[src/mlfq_pkg.sv]
// ----------------------------------------------------------------------------
// mlfq_pkg
// Shared types and constants of the multilevel feedback queue tick scheduler.
// ----------------------------------------------------------------------------
package mlfq_pkg;

  // item kinds
  localparam logic FUNC_TICK    = 1'b0;
  localparam logic FUNC_ARRIVAL = 1'b1;

  // configuration register indexes
  localparam logic [2:0] REG_NUM_LEVELS = 3'd0;
  localparam logic [2:0] REG_QUANTUM0   = 3'd1;
  localparam logic [2:0] REG_QUANTUM3   = 3'd4;

  localparam int NUM_QREGS = 4;

  localparam logic [2:0] NUM_LEVELS_RST = 3'd4;
  localparam logic [NUM_QREGS-1:0][7:0] QUANTUM_RST = {8'd16, 8'd8, 8'd4, 8'd2};

  // widest level and slot index over the supported configurations
  localparam int QLVL_W  = 3;
  localparam int QSLOT_W = 6;

  typedef struct packed {
    logic        func;
    logic [3:0]  proc_slot;
    logic [15:0] burst_length;
  } in_item_t;

  typedef struct packed {
    logic       busy_res;
    logic [3:0] run_slot;
    logic [1:0] run_level;
    logic       finished;
    logic       demoted;
    logic [4:0] live_count;
  } out_item_t;

  // one queue update per cycle: optional pop of a head, optional push at a tail
  typedef struct packed {
    logic               pop;
    logic [QLVL_W-1:0]  pop_lvl;
    logic               push;
    logic [QLVL_W-1:0]  push_lvl;
    logic [QSLOT_W-1:0] push_slot;
  } queue_op_t;

endpackage

[src/mlfq_level_queues.sv]
// ----------------------------------------------------------------------------
// mlfq_level_queues
// One shifting FIFO of slot numbers per level; the head always sits at entry 0.
// ----------------------------------------------------------------------------
module mlfq_level_queues #(
  parameter int MAX_TASKS  = 16,
  parameter int NUM_LEVELS = 4
) (
  input  logic                                        clk_i,
  input  logic                                        rst_ni,
  input  mlfq_pkg::queue_op_t                         op_i,
  output logic [NUM_LEVELS-1:0][$clog2(MAX_TASKS)-1:0] head_slot_o,
  output logic [NUM_LEVELS-1:0]                       nonempty_o
);

  localparam int SLOT_W = $clog2(MAX_TASKS);
  localparam int CNT_W  = $clog2(MAX_TASKS + 1);

  logic [NUM_LEVELS-1:0][MAX_TASKS-1:0][SLOT_W-1:0] ent_q, ent_d;
  logic [NUM_LEVELS-1:0][CNT_W-1:0]                 cnt_q, cnt_d;

  always_comb begin
    logic             pop_l;
    logic             push_l;
    logic [CNT_W-1:0] wpos;
    ent_d = ent_q;
    cnt_d = cnt_q;
    for (int l = 0; l < NUM_LEVELS; l++) begin
      pop_l  = op_i.pop && (op_i.pop_lvl == mlfq_pkg::QLVL_W'(l)) && (cnt_q[l] != '0);
      push_l = op_i.push && (op_i.push_lvl == mlfq_pkg::QLVL_W'(l)) &&
               (pop_l || (cnt_q[l] != CNT_W'(MAX_TASKS)));
      wpos   = pop_l ? cnt_q[l] - CNT_W'(1) : cnt_q[l];
      for (int i = 0; i < MAX_TASKS; i++) begin
        if (pop_l && (i + 1 < MAX_TASKS)) begin
          ent_d[l][i] = ent_q[l][(i + 1) % MAX_TASKS];
        end
        if (push_l && (wpos == CNT_W'(i))) begin
          ent_d[l][i] = SLOT_W'(op_i.push_slot);
        end
      end
      cnt_d[l] = cnt_q[l] - CNT_W'(pop_l) + CNT_W'(push_l);
    end
  end

  always_ff @(posedge clk_i) begin
    ent_q <= ent_d;
  end

  always_ff @(posedge clk_i or negedge rst_ni) begin
    if (!rst_ni) begin
      cnt_q <= '0;
    end else begin
      cnt_q <= cnt_d;
    end
  end

  always_comb begin
    for (int l = 0; l < NUM_LEVELS; l++) begin
      head_slot_o[l] = ent_q[l][0];
      nonempty_o[l]  = (cnt_q[l] != '0);
    end
  end

endmodule

[src/mlfq_task_table.sv]
// ----------------------------------------------------------------------------
// mlfq_task_table
// Per-slot remaining burst and remaining quantum, one read and one write port.
// ----------------------------------------------------------------------------
module mlfq_task_table #(
  parameter int MAX_TASKS  = 16,
  parameter int BURST_BITS = 16
) (
  input  logic                          clk_i,
  input  logic [$clog2(MAX_TASKS)-1:0]  rd_slot_i,
  output logic [BURST_BITS-1:0]         rd_burst_o,
  output logic [7:0]                    rd_quant_o,
  input  logic                          wr_en_i,
  input  logic [$clog2(MAX_TASKS)-1:0]  wr_slot_i,
  input  logic [BURST_BITS-1:0]         wr_burst_i,
  input  logic [7:0]                    wr_quant_i
);

  logic [MAX_TASKS-1:0][BURST_BITS-1:0] burst_q;
  logic [MAX_TASKS-1:0][7:0]            quant_q;

  always_ff @(posedge clk_i) begin
    if (wr_en_i) begin
      burst_q[wr_slot_i] <= wr_burst_i;
      quant_q[wr_slot_i] <= wr_quant_i;
    end
  end

  assign rd_burst_o = burst_q[rd_slot_i];
  assign rd_quant_o = quant_q[rd_slot_i];

endmodule

[src/mlfq_tick_scheduler.sv]
// ----------------------------------------------------------------------------
// mlfq_tick_scheduler
// Multilevel feedback queue scheduler, one arrival or one tick per word.
// ----------------------------------------------------------------------------
// Takes one input word per cycle while no tick is held by a stalled output.
// A word sits in the input register, where a priority pick over the level
// heads, a task table lookup and one queue update are done; a tick then
// lands in the result register, from which its result word is offered on
// the output. Arrivals give no result. Sustained rate is one word per cycle
// while no tick is held by a stalled output, set by the single queue update
// and task table write per cycle. Write configuration only while idle.
// ----------------------------------------------------------------------------
module mlfq_tick_scheduler #(
  parameter int MAX_TASKS  = 16,
  parameter int NUM_LEVELS = 4,
  parameter int BURST_BITS = 16
) (
  input  logic                clk_i,
  input  logic                rst_ni,
  input  logic                in_valid_i,
  output logic                in_stall_o,
  input  mlfq_pkg::in_item_t  in_data_i,
  output logic                out_valid_o,
  input  logic                out_stall_i,
  output mlfq_pkg::out_item_t out_data_o,
  input  logic                cfg_valid_i,
  output logic                cfg_ready_o,
  input  logic [2:0]          cfg_index_i,
  input  logic [7:0]          cfg_data_i
);

  localparam int SLOT_W = $clog2(MAX_TASKS);
  localparam int CNT_W  = $clog2(MAX_TASKS + 1);
  localparam int LVL_W  = (NUM_LEVELS > 1) ? $clog2(NUM_LEVELS) : 1;

  // config
  logic [2:0]                               num_levels_q;
  logic [mlfq_pkg::NUM_QREGS-1:0][7:0]      quant_q;

  // input and result registers
  logic                 in_valid_q;
  mlfq_pkg::in_item_t   in_q;
  logic                 out_valid_q;
  mlfq_pkg::out_item_t  out_q, out_d;

  logic [CNT_W-1:0]     live_q, live_d;

  logic [NUM_LEVELS-1:0][SLOT_W-1:0] head_slot;
  logic [NUM_LEVELS-1:0]             nonempty;
  mlfq_pkg::queue_op_t               qop;

  logic                  is_arrival, proceed, out_free;
  logic                  found, fin, move;
  logic [LVL_W-1:0]      pick, last_lvl, dest;
  logic [SLOT_W-1:0]     cur_slot, arr_slot;
  logic [BURST_BITS-1:0] rd_burst, burst_dec;
  logic [7:0]            rd_quant, quant_dec;
  logic                  wr_en;
  logic [SLOT_W-1:0]     wr_slot;
  logic [BURST_BITS-1:0] wr_burst;
  logic [7:0]            wr_quant;

  function automatic logic [SLOT_W-1:0] slot_fold(input logic [3:0] s);
    logic [SLOT_W-1:0] r;
    r = '0;
    for (int i = 0; i < 16; i++) begin
      if (s == 4'(i)) r = SLOT_W'(i % MAX_TASKS);
    end
    return r;
  endfunction

  // levels past the register file share the last quantum register
  function automatic logic [7:0] quant_of(input logic [LVL_W-1:0] lvl,
                                          input logic [mlfq_pkg::NUM_QREGS-1:0][7:0] q);
    logic [7:0] r;
    r = q[mlfq_pkg::NUM_QREGS-1];
    for (int i = 0; i < mlfq_pkg::NUM_QREGS - 1; i++) begin
      if (int'(lvl) == i) r = q[i];
    end
    return r;
  endfunction

  // ---------------- configuration ----------------
  assign cfg_ready_o = 1'b1;

  always_ff @(posedge clk_i or negedge rst_ni) begin
    if (!rst_ni) begin
      num_levels_q <= mlfq_pkg::NUM_LEVELS_RST;
      quant_q      <= mlfq_pkg::QUANTUM_RST;
    end else if (cfg_valid_i && cfg_ready_o) begin
      if (cfg_index_i == mlfq_pkg::REG_NUM_LEVELS) begin
        num_levels_q <= cfg_data_i[2:0];
      end else if (cfg_index_i >= mlfq_pkg::REG_QUANTUM0 &&
                   cfg_index_i <= mlfq_pkg::REG_QUANTUM3) begin
        quant_q[2'(cfg_index_i - mlfq_pkg::REG_QUANTUM0)] <= cfg_data_i;
      end
    end
  end

  // ---------------- handshake ----------------
  assign is_arrival = (in_q.func == mlfq_pkg::FUNC_ARRIVAL);
  assign out_free   = !out_valid_q || !out_stall_i;
  assign proceed    = in_valid_q && (is_arrival || out_free);
  assign in_stall_o = in_valid_q && !proceed;

  always_ff @(posedge clk_i or negedge rst_ni) begin
    if (!rst_ni) begin
      in_valid_q  <= 1'b0;
      out_valid_q <= 1'b0;
      live_q      <= '0;
    end else begin
      if (in_valid_i && !in_stall_o) begin
        in_valid_q <= 1'b1;
      end else if (proceed) begin
        in_valid_q <= 1'b0;
      end
      if (proceed && !is_arrival) begin
        out_valid_q <= 1'b1;
      end else if (!out_stall_i) begin
        out_valid_q <= 1'b0;
      end
      live_q <= live_d;
    end
  end

  always_ff @(posedge clk_i) begin
    if (in_valid_i && !in_stall_o) begin
      in_q <= in_data_i;
    end
    if (proceed && !is_arrival) begin
      out_q <= out_d;
    end
  end

  assign out_valid_o = out_valid_q;
  assign out_data_o  = out_q;

  // ---------------- pick and update ----------------
  always_comb begin
    found = 1'b0;
    pick  = '0;
    for (int l = NUM_LEVELS - 1; l >= 0; l--) begin
      if (nonempty[l]) begin
        found = 1'b1;
        pick  = LVL_W'(l);
      end
    end
  end

  always_comb begin
    if (num_levels_q == '0) begin
      last_lvl = '0;
    end else if (int'(num_levels_q) > NUM_LEVELS) begin
      last_lvl = LVL_W'(NUM_LEVELS - 1);
    end else begin
      last_lvl = LVL_W'(num_levels_q - 3'd1);
    end
  end

  assign cur_slot  = head_slot[pick];
  assign arr_slot  = slot_fold(in_q.proc_slot);
  assign burst_dec = rd_burst - BURST_BITS'(1);
  assign quant_dec = (rd_quant == '0) ? '0 : rd_quant - 8'd1;
  // a zero burst at pick time finishes at once
  assign fin       = (rd_burst == '0) || (burst_dec == '0);
  assign move      = !fin && (quant_dec == '0);
  assign dest      = (pick < last_lvl) ? pick + LVL_W'(1) : pick;

  always_comb begin
    wr_en    = 1'b0;
    wr_slot  = cur_slot;
    wr_burst = burst_dec;
    wr_quant = move ? quant_of(dest, quant_q) : quant_dec;
    qop      = '0;
    live_d   = live_q;
    out_d    = '0;
    if (proceed) begin
      if (is_arrival) begin
        if (live_q != CNT_W'(MAX_TASKS)) begin
          wr_en          = 1'b1;
          wr_slot        = arr_slot;
          wr_burst       = BURST_BITS'(in_q.burst_length);
          wr_quant       = quant_of('0, quant_q);
          qop.push       = 1'b1;
          qop.push_lvl   = '0;
          qop.push_slot  = mlfq_pkg::QSLOT_W'(arr_slot);
          live_d         = live_q + CNT_W'(1);
        end
      end else if (found) begin
        wr_en         = (rd_burst != '0);
        qop.pop       = fin || move;
        qop.pop_lvl   = mlfq_pkg::QLVL_W'(pick);
        qop.push      = move;
        qop.push_lvl  = mlfq_pkg::QLVL_W'(dest);
        qop.push_slot = mlfq_pkg::QSLOT_W'(cur_slot);
        if (fin) live_d = live_q - CNT_W'(1);
      end
    end
    out_d.busy_res   = found;
    out_d.run_slot   = found ? 4'(cur_slot) : 4'd0;
    out_d.run_level  = found ? 2'(pick) : 2'd0;
    out_d.finished   = found && fin;
    out_d.demoted    = found && move && (dest != pick);
    out_d.live_count = 5'(live_d);
  end

  mlfq_level_queues #(
    .MAX_TASKS  (MAX_TASKS),
    .NUM_LEVELS (NUM_LEVELS)
  ) u_queues (
    .clk_i       (clk_i),
    .rst_ni      (rst_ni),
    .op_i        (qop),
    .head_slot_o (head_slot),
    .nonempty_o  (nonempty)
  );

  mlfq_task_table #(
    .MAX_TASKS  (MAX_TASKS),
    .BURST_BITS (BURST_BITS)
  ) u_table (
    .clk_i      (clk_i),
    .rd_slot_i  (cur_slot),
    .rd_burst_o (rd_burst),
    .rd_quant_o (rd_quant),
    .wr_en_i    (wr_en),
    .wr_slot_i  (wr_slot),
    .wr_burst_i (wr_burst),
    .wr_quant_i (wr_quant)
  );

  // ---------------- assertions ----------------
  a_live_bound: assert property (@(posedge clk_i) disable iff (!rst_ni)
    live_q <= CNT_W'(MAX_TASKS))
    else $error("live task count above capacity");

  a_empty_match: assert property (@(posedge clk_i) disable iff (!rst_ni)
    (nonempty == '0) == (live_q == '0))
    else $error("queue occupancy disagrees with live count");

  a_arrival_count: assert property (@(posedge clk_i) disable iff (!rst_ni)
    (proceed && is_arrival && live_q != CNT_W'(MAX_TASKS))
      |=> live_q == $past(live_q) + CNT_W'(1))
    else $error("accepted arrival not counted");

  a_idle_word: assert property (@(posedge clk_i) disable iff (!rst_ni)
    (out_valid_q && !out_q.busy_res) |-> (!out_q.finished && !out_q.demoted))
    else $error("idle tick reports task activity");

  a_fin_demote: assert property (@(posedge clk_i) disable iff (!rst_ni)
    out_valid_q |-> !(out_q.finished && out_q.demoted))
    else $error("task both finished and demoted");

endmodule

[config.mk]
export PLATFORM = sky130hd
export DESIGN_NAME = mlfq_tick_scheduler
export DESIGN_NICKNAME = d
export VERILOG_FILES = /design/src/mlfq_pkg.sv /design/src/mlfq_level_queues.sv /design/src/mlfq_task_table.sv /design/src/mlfq_tick_scheduler.sv
export SDC_FILE = /design/constraint.sdc
export NUM_CORES = 1
export LEC_CHECK = 0
export ABC_AREA = 1
export BUFFER_PORTS_ARGS = -buffer_cell sky130_fd_sc_hd__buf_2
export CORE_MARGIN = 5
export CORE_UTILIZATION = 50
export CTS_CLUSTER_DIAMETER = 40
export DETAILED_ROUTE_END_ITERATION = 8
export GPL_ROUTABILITY_DRIVEN = 0
export PLACE_DENSITY = 0.66
export SETUP_SLACK_MARGIN = 0.3
export SLEW_MARGIN = 20
export SYNTH_ARGS = -nofsm -noshare
export SYNTH_HDL_FRONTEND = slang
export SYNTH_SLANG_ARGS = --single-unit
[constraint.sdc]
create_clock -name clk_i -period 6.4 [get_ports clk_i]
set_input_delay 0.64 -clock clk_i [delete_from_list [all_inputs] [get_ports clk_i]]
set_output_delay 0.64 -clock clk_i [all_outputs]
set_load 0.03 [all_outputs]
==> PnR_summary.wiki, run 1 <==
{| class="wikitable"
! Metric !! Value
|-
| Setup slack of the critical path after layout || between 500 and 600 ps
|-
| Relative area change from synthesis to final layout || 18.4%
|-
| Minimum clock period after layout || between 5000 and 6000 ps
|-
| ANT nets after route || 0
|-
| End of the critical path || u_queues.cnt_q[14]$_DFF_PN0_
|-
| Post-Synthesis Net Count || roughly 3700
|-
| Startpoint types || flop
|-
| Cell count after placement || ~4500
|-
| Number of H-tree levels || 3
|-
| Worst Max-Slew Pin Slew || 1120 ps
|-
| Sinks on Clock Net || approximately 740
|-
| Fmax || between 0.15 and 0.2 GHz
|-
| Die Span X || ~280 um
|-
| Seq/Total Area, Yosys || between 60% and 70%
|-
| Post-synth EDFFs || around 680
|-
| Global-route wire length before repair || around 140000 um
|-
| Post-synth top flop || edfxtp_1
|-
| Largest net degree at the start of global routing || 77
|-
| Length of the first detailed-routing pass in iterations || 6
|-
| Synthesized instance count || approximately 3600
|-
| Core Rows || between 90 and 100
|-
| TritonCTS buffer count || about 110
|-
| Layout cells sized above 1 || between 10% and 20%
|-
| Die area || about 76000 um^2
|-
| TritonCTS clock tree || built
|-
| Via count normalized by instance count || about 5.5
|-
| Average instance area after synthesis || 9.97 um^2
|-
| Critical path launch point || u_queues.cnt_q[11]$_DFF_PN0_
|-
| Arrival time at the worst endpoint || approximately 6400 ps
|-
| Critical Path Stages || 38
|-
| Cell types occupying the most area after synthesis || edfxtp_1, nand2_1, nand3_1
|-
| Total of warnings raised by yosys || 0
|-
| Minimum setup slack after placement || -112 ps
|-
| Asr flop ratio synth || 8.41%
|-
| LEAKAGE || roughly 18 nW
|-
| Post-synthesis cell type with the largest combined area || edfxtp_1
|-
| CTS max path bufs || 3
|-
| Clock root buffer master || clkbuf_16
|-
| Hold Fails Final Rpt || 0
|-
| Critical path buffer and inverter count || 9
|-
| Maximum net fanout on the critical path || 19
|-
| Cell with the biggest individual delay on the critical path || dfrtp_2
|-
| Util after Layout || roughly three fifths
|-
| Largest stage delay, worst path || approximately 430 ps
|-
| Post-Place Cell Area || between 30000 and 40000 um^2
|-
| Flip-flop and latch count after synthesis || about 740
|-
| Clock insertion delay at the later pin of the skew report || 660 ps
|-
| Grt ovf || 0
|-
| HPWL after detailed placement || 51500 um
|-
| Relative max-transition margin || approximately a quarter
|-
| Die Height || around 280 um
|-
| Number of input and output port buffers inserted || 52
|-
| DRC violation total after the first TritonRoute iteration || about 2500
|-
| Number of cells in the finished layout apart from fillers || between 4000 and 5000
|-
| Post-CTS Hold Buffers || 0
|-
| Via total after detailed routing || between 20000 and 30000
|-
| Setup clock skew after layout || approximately 27 ps
|-
| Count of distinct cell types in the synthesized netlist || between 50 and 60
|-
| Result of the run || finished clean
|-
| Antenna violations before repair || 3
|-
| Core area || 70300 um^2
|-
| R2r endpoint || u_queues.cnt_q[14]$_DFF_PN0_
|-
| Worst min path class || primary input to asynchronous set/reset pin
|-
| Max-cap violation count || 0
|-
| Filler cell count || approximately 5700
|-
| Final instance area || roughly 42000 um^2
|-
| Pwr dens || roughly 370 nW/um^2
|-
| Family of cells with the greatest summed delay on the critical path || simple AND/OR/NAND/NOR gates
|-
| Setup slack, reg-to-reg || between 500 and 600 ps
|-
| Final-report max-slew violation count || 0
|-
| Share of the synthesized area in the top cell type || a little under three fifths
|-
| Unrepaired setup endpoints after global routing || no
|-
| Endpoint class of the critical path || flop
|-
| Type of the setup path with the least slack || flop to flop
|-
| Wirelength, routed || 90200 um
|-
| Part of the cycle the worst path needs || 91.4%
|-
| Count of cells along the worst register-to-register path || 38
|-
| Reg-to-reg startpoint || u_queues.cnt_q[11]$_DFF_PN0_
|-
| Top-level I/O count || 54
|-
| Residual DRC || 0
|-
| Worst slack on hold paths || 156 ps
|-
| Cell area after synthesis || 35500 um^2
|-
| Via count of the first global-routing pass || 24700
|-
| Number of setup violations in the final report || 0
|-
| Clock slew at reported path FFs || around 60 ps
|-
| Wirelength per Cell || around 19 um
|-
| Total Routing Usage GR || 22.5%
|-
| Starting Density || between 50% and 60%
|-
| Worst IR Drop VDD || around 0.27 mV
|-
| Required time at the endpoint of the critical path || just under 7000 ps
|-
| Nets || roughly 3800
|}
==> area by class of cell <==
cell class              instances  area, um^2  area share [%]
flip-flops and latches        737       21800            51.9
multi-input cells            2306       11900            28.3
clock buffers                 123        2890            6.88
repair buffers                221        2010            4.79
inverters                     327        1250            2.98
well taps                     940        1180            2.80
clock inverters                79         986            2.34
diodes                          2        5.00          0.0119
==> registers in the layout, indices dropped and copies added (netlist names) <==
register / flops
u_table.burst_q: 256
u_queues.ent_q: 240
u_table.quant_q: 128
quant_q: 32
in_q: 20
u_queues.cnt_q: 20
u_queues.head_slot_o: 16
out_data_o: 14
live_q: 5
num_levels_q: 3
in_valid_q: 1
is_arrival: 1
out_valid_o: 1
==> Yosys cell counts (2+ instances only) <==
library cell  count
a211oi_1          2
a21boi_0          5
a21oi_1          27
a31oi_1           3
and2_1            3
and3_1            6
buf_1             4
buf_2            83
buf_4            42
buf_6            24
clkbuf_1         51
clkinv_1          4
dfrtp_1          57
dfstp_2           5
edfxtp_1        675
fa_1              4
ha_1             52
inv_1           295
inv_2            26
nand2_1        1170
nand2_2          22
nand3_1         429
nand3_2          36
nand3_4           7
nand3b_1          3
nand4_1         200
nor2_1          112
nor2_2           17
nor2_4            6
nor3_1            8
nor4_1            2
o211ai_1         41
o21ai_0          83
o21ai_1           2
o21ai_2           4
o221ai_1          3
o22ai_1           6
o31ai_1           4
or2_2             5
xnor2_1           3
xor2_1           18
==> metal layers <==
metal	part of all wire (%)	GRT usage [%]
met5	0.016	0
met4	2.8	7.12
met3	8.6	5.56
met2	46	36.0
met1	42	30.5
==> cells in the final DEF, fill, tap and decap left out, drive strengths merged, types with 2 or more instances in the layout <==
cell type  Yosys  final
and3           6      6
nor4           2      2
o211ai        41     41
ha            52     52
or2            6      6
a31oi          3      3
bufinv         0     16
nand3b         3      3
a21boi         5      5
a21oi         29     29
clkbuf        51    126
a211oi         2      2
nand3        472    472
nand4        200    200
dfstp          5      5
nor2         135    135
clkinvlp       0      7
and2           3      3
o31ai          4      4
diode          0      2
clkinv         5     45
inv          322    338
nand2       1192   1202
fa             4      4
xnor2          3      3
o22ai          6      6
o21ai         89     89
xor2          18     18
nor3           8      8
o221ai         3      3
edfxtp       675    675
buf          153    217
dfrtp         57     57
==> worst min path at each step <==
| stage | from | to | slack [ps] | cells past startpoint |
|---|---|---|---|---|
| after global placement | quant_q[25]$_DFFE_PN0P_ | quant_q[25]$_DFFE_PN0P_ | 470 | 2 |
| after global routing | in_data_i[14] | in_q[14]$_DFFE_PP_ | 130 | 1 |
| after floorplan | rst_ni | in_valid_q$_DFFE_PN0P_ | 340 | 0 |
| after detailed placement | quant_q[8]$_DFFE_PN0P_ | quant_q[8]$_DFFE_PN0P_ | 480 | 2 |
| final | rst_ni | quant_q[29]$_DFFE_PN0P_ | 160 | 2 |
| after CTS | in_data_i[17] | in_q[17]$_DFFE_PP_ | 120 | 1 |
==> where the power goes <==
| part | internal (mW) | leakage (nW) | switching (mW) |
|---|---|---|---|
| combinational | 1.02 | 8.77 | 2.45 |
| sequential | 5.79 | 6.85 | 0.154 |
| clock | 3.94 | 1.89 | 2.27 |
==> stage by stage <==
step,total power [mW],setup TNS [ps]
after floorplan,8.27,0
after global placement,9.14,-70.4
after detailed placement,9.18,-5040
after CTS,15.5,0
after global routing,16.3,0
final,15.6,0
==> what timing repair did <==
item | CTS | global route
setup buffers | 10 | 45
gates cloned | 10 | 6
resized for setup | 23 | 100
hold endpoints to repair | 0 | 0
pin swaps | 8 | 23
endpoints found under the setup margin | 479 | 512
==> logic make-up (layout without fill, tap and decap cells) <==
group | after synthesis | after routing | synth area share [%]
and+or+nand+nor | 2028 | 2038 | 25.8
DFF | 737 | 737 | 61.4
buffers and inverters | 531 | 750 | 6.87
AOI/OAI and AO/OA | 189 | 189 | 3.25
adders and majority gates | 57 | 57 | 2.08
xor gates and xnor gates | 21 | 21 | 0.518
other | 1 | 3 | 0.0106
Power figures use the tool's default switching activity.
==> run 2, diff against run 1 <==
Clock period 6.4 ns to 7.5 ns, I/O delays scaled along.
==> run 2 against run 1 <==
- clock-buffer cell count shrank 1
- combinational power is 21% lower
- cell area shrank 3.7%
==> PnR_summary.wiki, run 2 (synthesis gave the netlist of run 1 again) <==
{| class="wikitable"
! Metric !! Value
|-
| Nets || 3700 (-2.5%)
|-
| Worst IR Drop VDD || 0.224 mV (-15%)
|-
| Reg-to-reg startpoint || u_queues.cnt_q[1]$_DFF_PN0_
|-
| Max-cap violation count || 0 (unchanged)
|-
| Antenna violations before repair || 3 (unchanged)
|-
| Relative max-transition margin || 20.4% (-4.6 points)
|-
| Part of the cycle the worst path needs || 88.7% (-2.7 points)
|-
| Number of input and output port buffers inserted || 52 (unchanged)
|-
| Die area || 76500 um^2 (unchanged)
|-
| Grt ovf || 0 (unchanged)
|-
| Top-level I/O count || 54 (unchanged)
|-
| Global-route wire length before repair || 136000 um (-1.0%)
|-
| CTS max path bufs || 3 (unchanged)
|-
| CP most frequent cell || nand2_1
|-
| Core Rows || 97 (unchanged)
|-
| Result of the run || finished clean
|-
| HPWL after detailed placement || 51400 um (-0.24%)
|-
| Wirelength per Cell || 19.0 um (-0.16%)
|-
| Setup clock skew after layout || 39.1 ps (+12.2 ps)
|-
| Fmax || 0.150 GHz (-12%)
|-
| Endpoint class of the critical path || flop
|-
| Length of the first detailed-routing pass in iterations || 5 (-1)
|-
| Startpoint types || flop
|-
| Clock insertion delay at the later pin of the skew report || 670 ps (about the same)
|-
| Post-Place Cell Area || 36700 um^2 (-0.61%)
|-
| Sinks on Clock Net || 737 (unchanged)
|-
| R2r endpoint || u_queues.ent_q[224]$_DFFE_PP_
|-
| LEAKAGE || 16.8 nW (-4.3%)
|-
| Required time at the endpoint of the critical path || 7840 ps (+920 ps)
|-
| Via total after detailed routing || 25800 (-1.5%)
|-
| End of the critical path || u_queues.ent_q[224]$_DFFE_PP_
|-
| Filler cell count || 5815 (+2.6%)
|-
| Summed negative setup slack over all endpoints || 0 ps (unchanged)
|-
| Number of setup violations in the final report || 0 (unchanged)
|-
| Registers with the highest flip-flop counts || u_table.burst_q x256, u_queues.ent_q x240, u_table.quant_q x128
|-
| Via count of the first global-routing pass || 24300 (-1.6%)
|-
| Minimum clock period after layout || 6650 ps (+801 ps)
|-
| Number of cells in the finished layout apart from fillers || 4633 (-2.2%)
|-
| Worst slack on hold paths || 259 ps (+104 ps)
|-
| Cell count after placement || 4425 (-0.78%)
|-
| Largest net degree at the start of global routing || 97 (+26%)
|-
| Total Routing Usage GR || 22.1% (-0.32 points)
|-
| Die Height || 277 um (unchanged)
|-
| Clock root buffer master || clkbuf_16
|-
| Starting Density || 50.6% (unchanged)
|-
| Final instance area || 40500 um^2 (-3.7%)
|-
| Count of cells along the worst register-to-register path || 34 (-11%)
|-
| Number of flip-flops in the largest register || 256 (unchanged)
|-
| Worst Max-Slew Pin Slew || 1190 ps (+66.8 ps)
|-
| Final-report max-slew violation count || 0 (unchanged)
|-
| Cell with the biggest individual delay on the critical path || buf_6
|-
| Die Span X || 277 um (unchanged)
|-
| Antenna diode instance count || 0 (-2)
|-
| Wirelength, routed || 88200 um (-2.3%)
|-
| TritonCTS buffer count || 106 (-1.9%)
|-
| Critical path launch point || u_queues.cnt_q[1]$_DFF_PN0_
|-
| Minimum setup slack after placement || 538 ps (+649 ps)
|-
| Number of H-tree levels || 3 (unchanged)
|-
| Post-CTS Hold Buffers || 0 (unchanged)
|-
| Arrival time at the worst endpoint || 6990 ps (+620 ps)
|-
| TritonCTS clock tree || built
|-
| Relative area change from synthesis to final layout || 13.9%
|-
| Via count normalized by instance count || 5.56 (+0.70%)
|-
| DRC violation total after the first TritonRoute iteration || 2648 (+5.4%)
|-
| Maximum net fanout on the critical path || 52 (+33)
|-
| Core area || 70300 um^2 (unchanged)
|-
| Setup slack, reg-to-reg || 850 ps (+300 ps)
|-
| Setup slack of the critical path after layout || 850 ps (+299 ps)
|-
| Commonest non-fill, non-tap cell in the layout || nand2_1
|-
| Residual DRC || 0 (unchanged)
|-
| Worst min path class || primary input to asynchronous set/reset pin
|-
| Type of the setup path with the least slack || flop to flop
|-
| Pwr dens || 317 nW/um^2 (-15%)
|-
| Unrepaired setup endpoints after global routing || yes
|-
| Clock slew at reported path FFs || 60 ps (about the same)
|-
| Most frequent cells in the layout || nand2_1, edfxtp_1, nand3_1
|-
| Register with the most flip-flops || u_table.burst_q
|-
| ANT nets after route || 0 (unchanged)
|-
| Layout cells sized above 1 || 12.6% (-4.1 points)
|-
| Largest stage delay, worst path || 450 ps (+20 ps)
|-
| Hold Fails Final Rpt || 0 (unchanged)
|}
==> run 2: power by group <==
group,leakage [nW],internal (mW),switching [mW],total [mW]
sequential,6.85,4.94,0.124,5.06
combinational,8.18,0.719,2.03,2.75
clock,1.74,3.11,1.90,5.01
==> run 2: stage by stage <==
step / total power [mW] / util (%)
5_1_grt: 13.4 / 57.6
3_3_place_gp: 7.77 / 52.0
2_1_floorplan: 7.05 / -
3_5_place_dp: 7.81 / 52.2
6_report: 12.8 / 57.6
4_1_cts: 12.8 / 57.3
==> run 2: final cells by class <==
type / count / area, um^2 / share of cell area, %
clock buffer: 122 / 2760 / 6.80
clock inverter: 72 / 851 / 2.10
inverter: 327 / 1230 / 3.05
multi-input combinational: 2302 / 11600 / 28.6
sequential: 737 / 21800 / 53.9
tap: 940 / 1180 / 2.90
timing repair buffer: 133 / 1060 / 2.63
==> run 2: how the worst min path moves through the flow <==
stage / start / endpoint / slack [ps] / cells after the start
CTS: in_data_i[17] / in_q[17]$_DFFE_PP_ / 230 / 1
floorplan: rst_ni / in_valid_q$_DFFE_PN0P_ / 450 / 0
detailed placement: quant_q[24]$_DFFE_PN0P_ / quant_q[24]$_DFFE_PN0P_ / 470 / 2
global route: in_data_i[20] / is_arrival$_DFFE_PP_ / 240 / 1
finish: rst_ni / quant_q[29]$_DFFE_PN0P_ / 260 / 2
global placement: quant_q[18]$_DFFE_PN0P_ / quant_q[18]$_DFFE_PN0P_ / 470 / 2
==> run 2: critical path: cells and delay by family, from the launching register on <==
family | cells | cell delay, ps
AND/OR/NAND/NOR | 23 | 3570
buffers and inverters | 9 | 1840
adder cells (fa/ha/maj) | 2 | 460
flip-flops | 1 | 400
==> run 2: timing repair <==
action	CTS	global route
setup endpoints to repair	0	499
gates resized for setup	0	10
buffers inserted	0	7
==> run 2: routing by layer <==
metal | track usage (%) | wire, um
met1 | 30.9 | 37400
met2 | 34.9 | 40800
met4 | 6.77 | 2260
met5 | 0 | 21
met3 | 5.08 | 7670
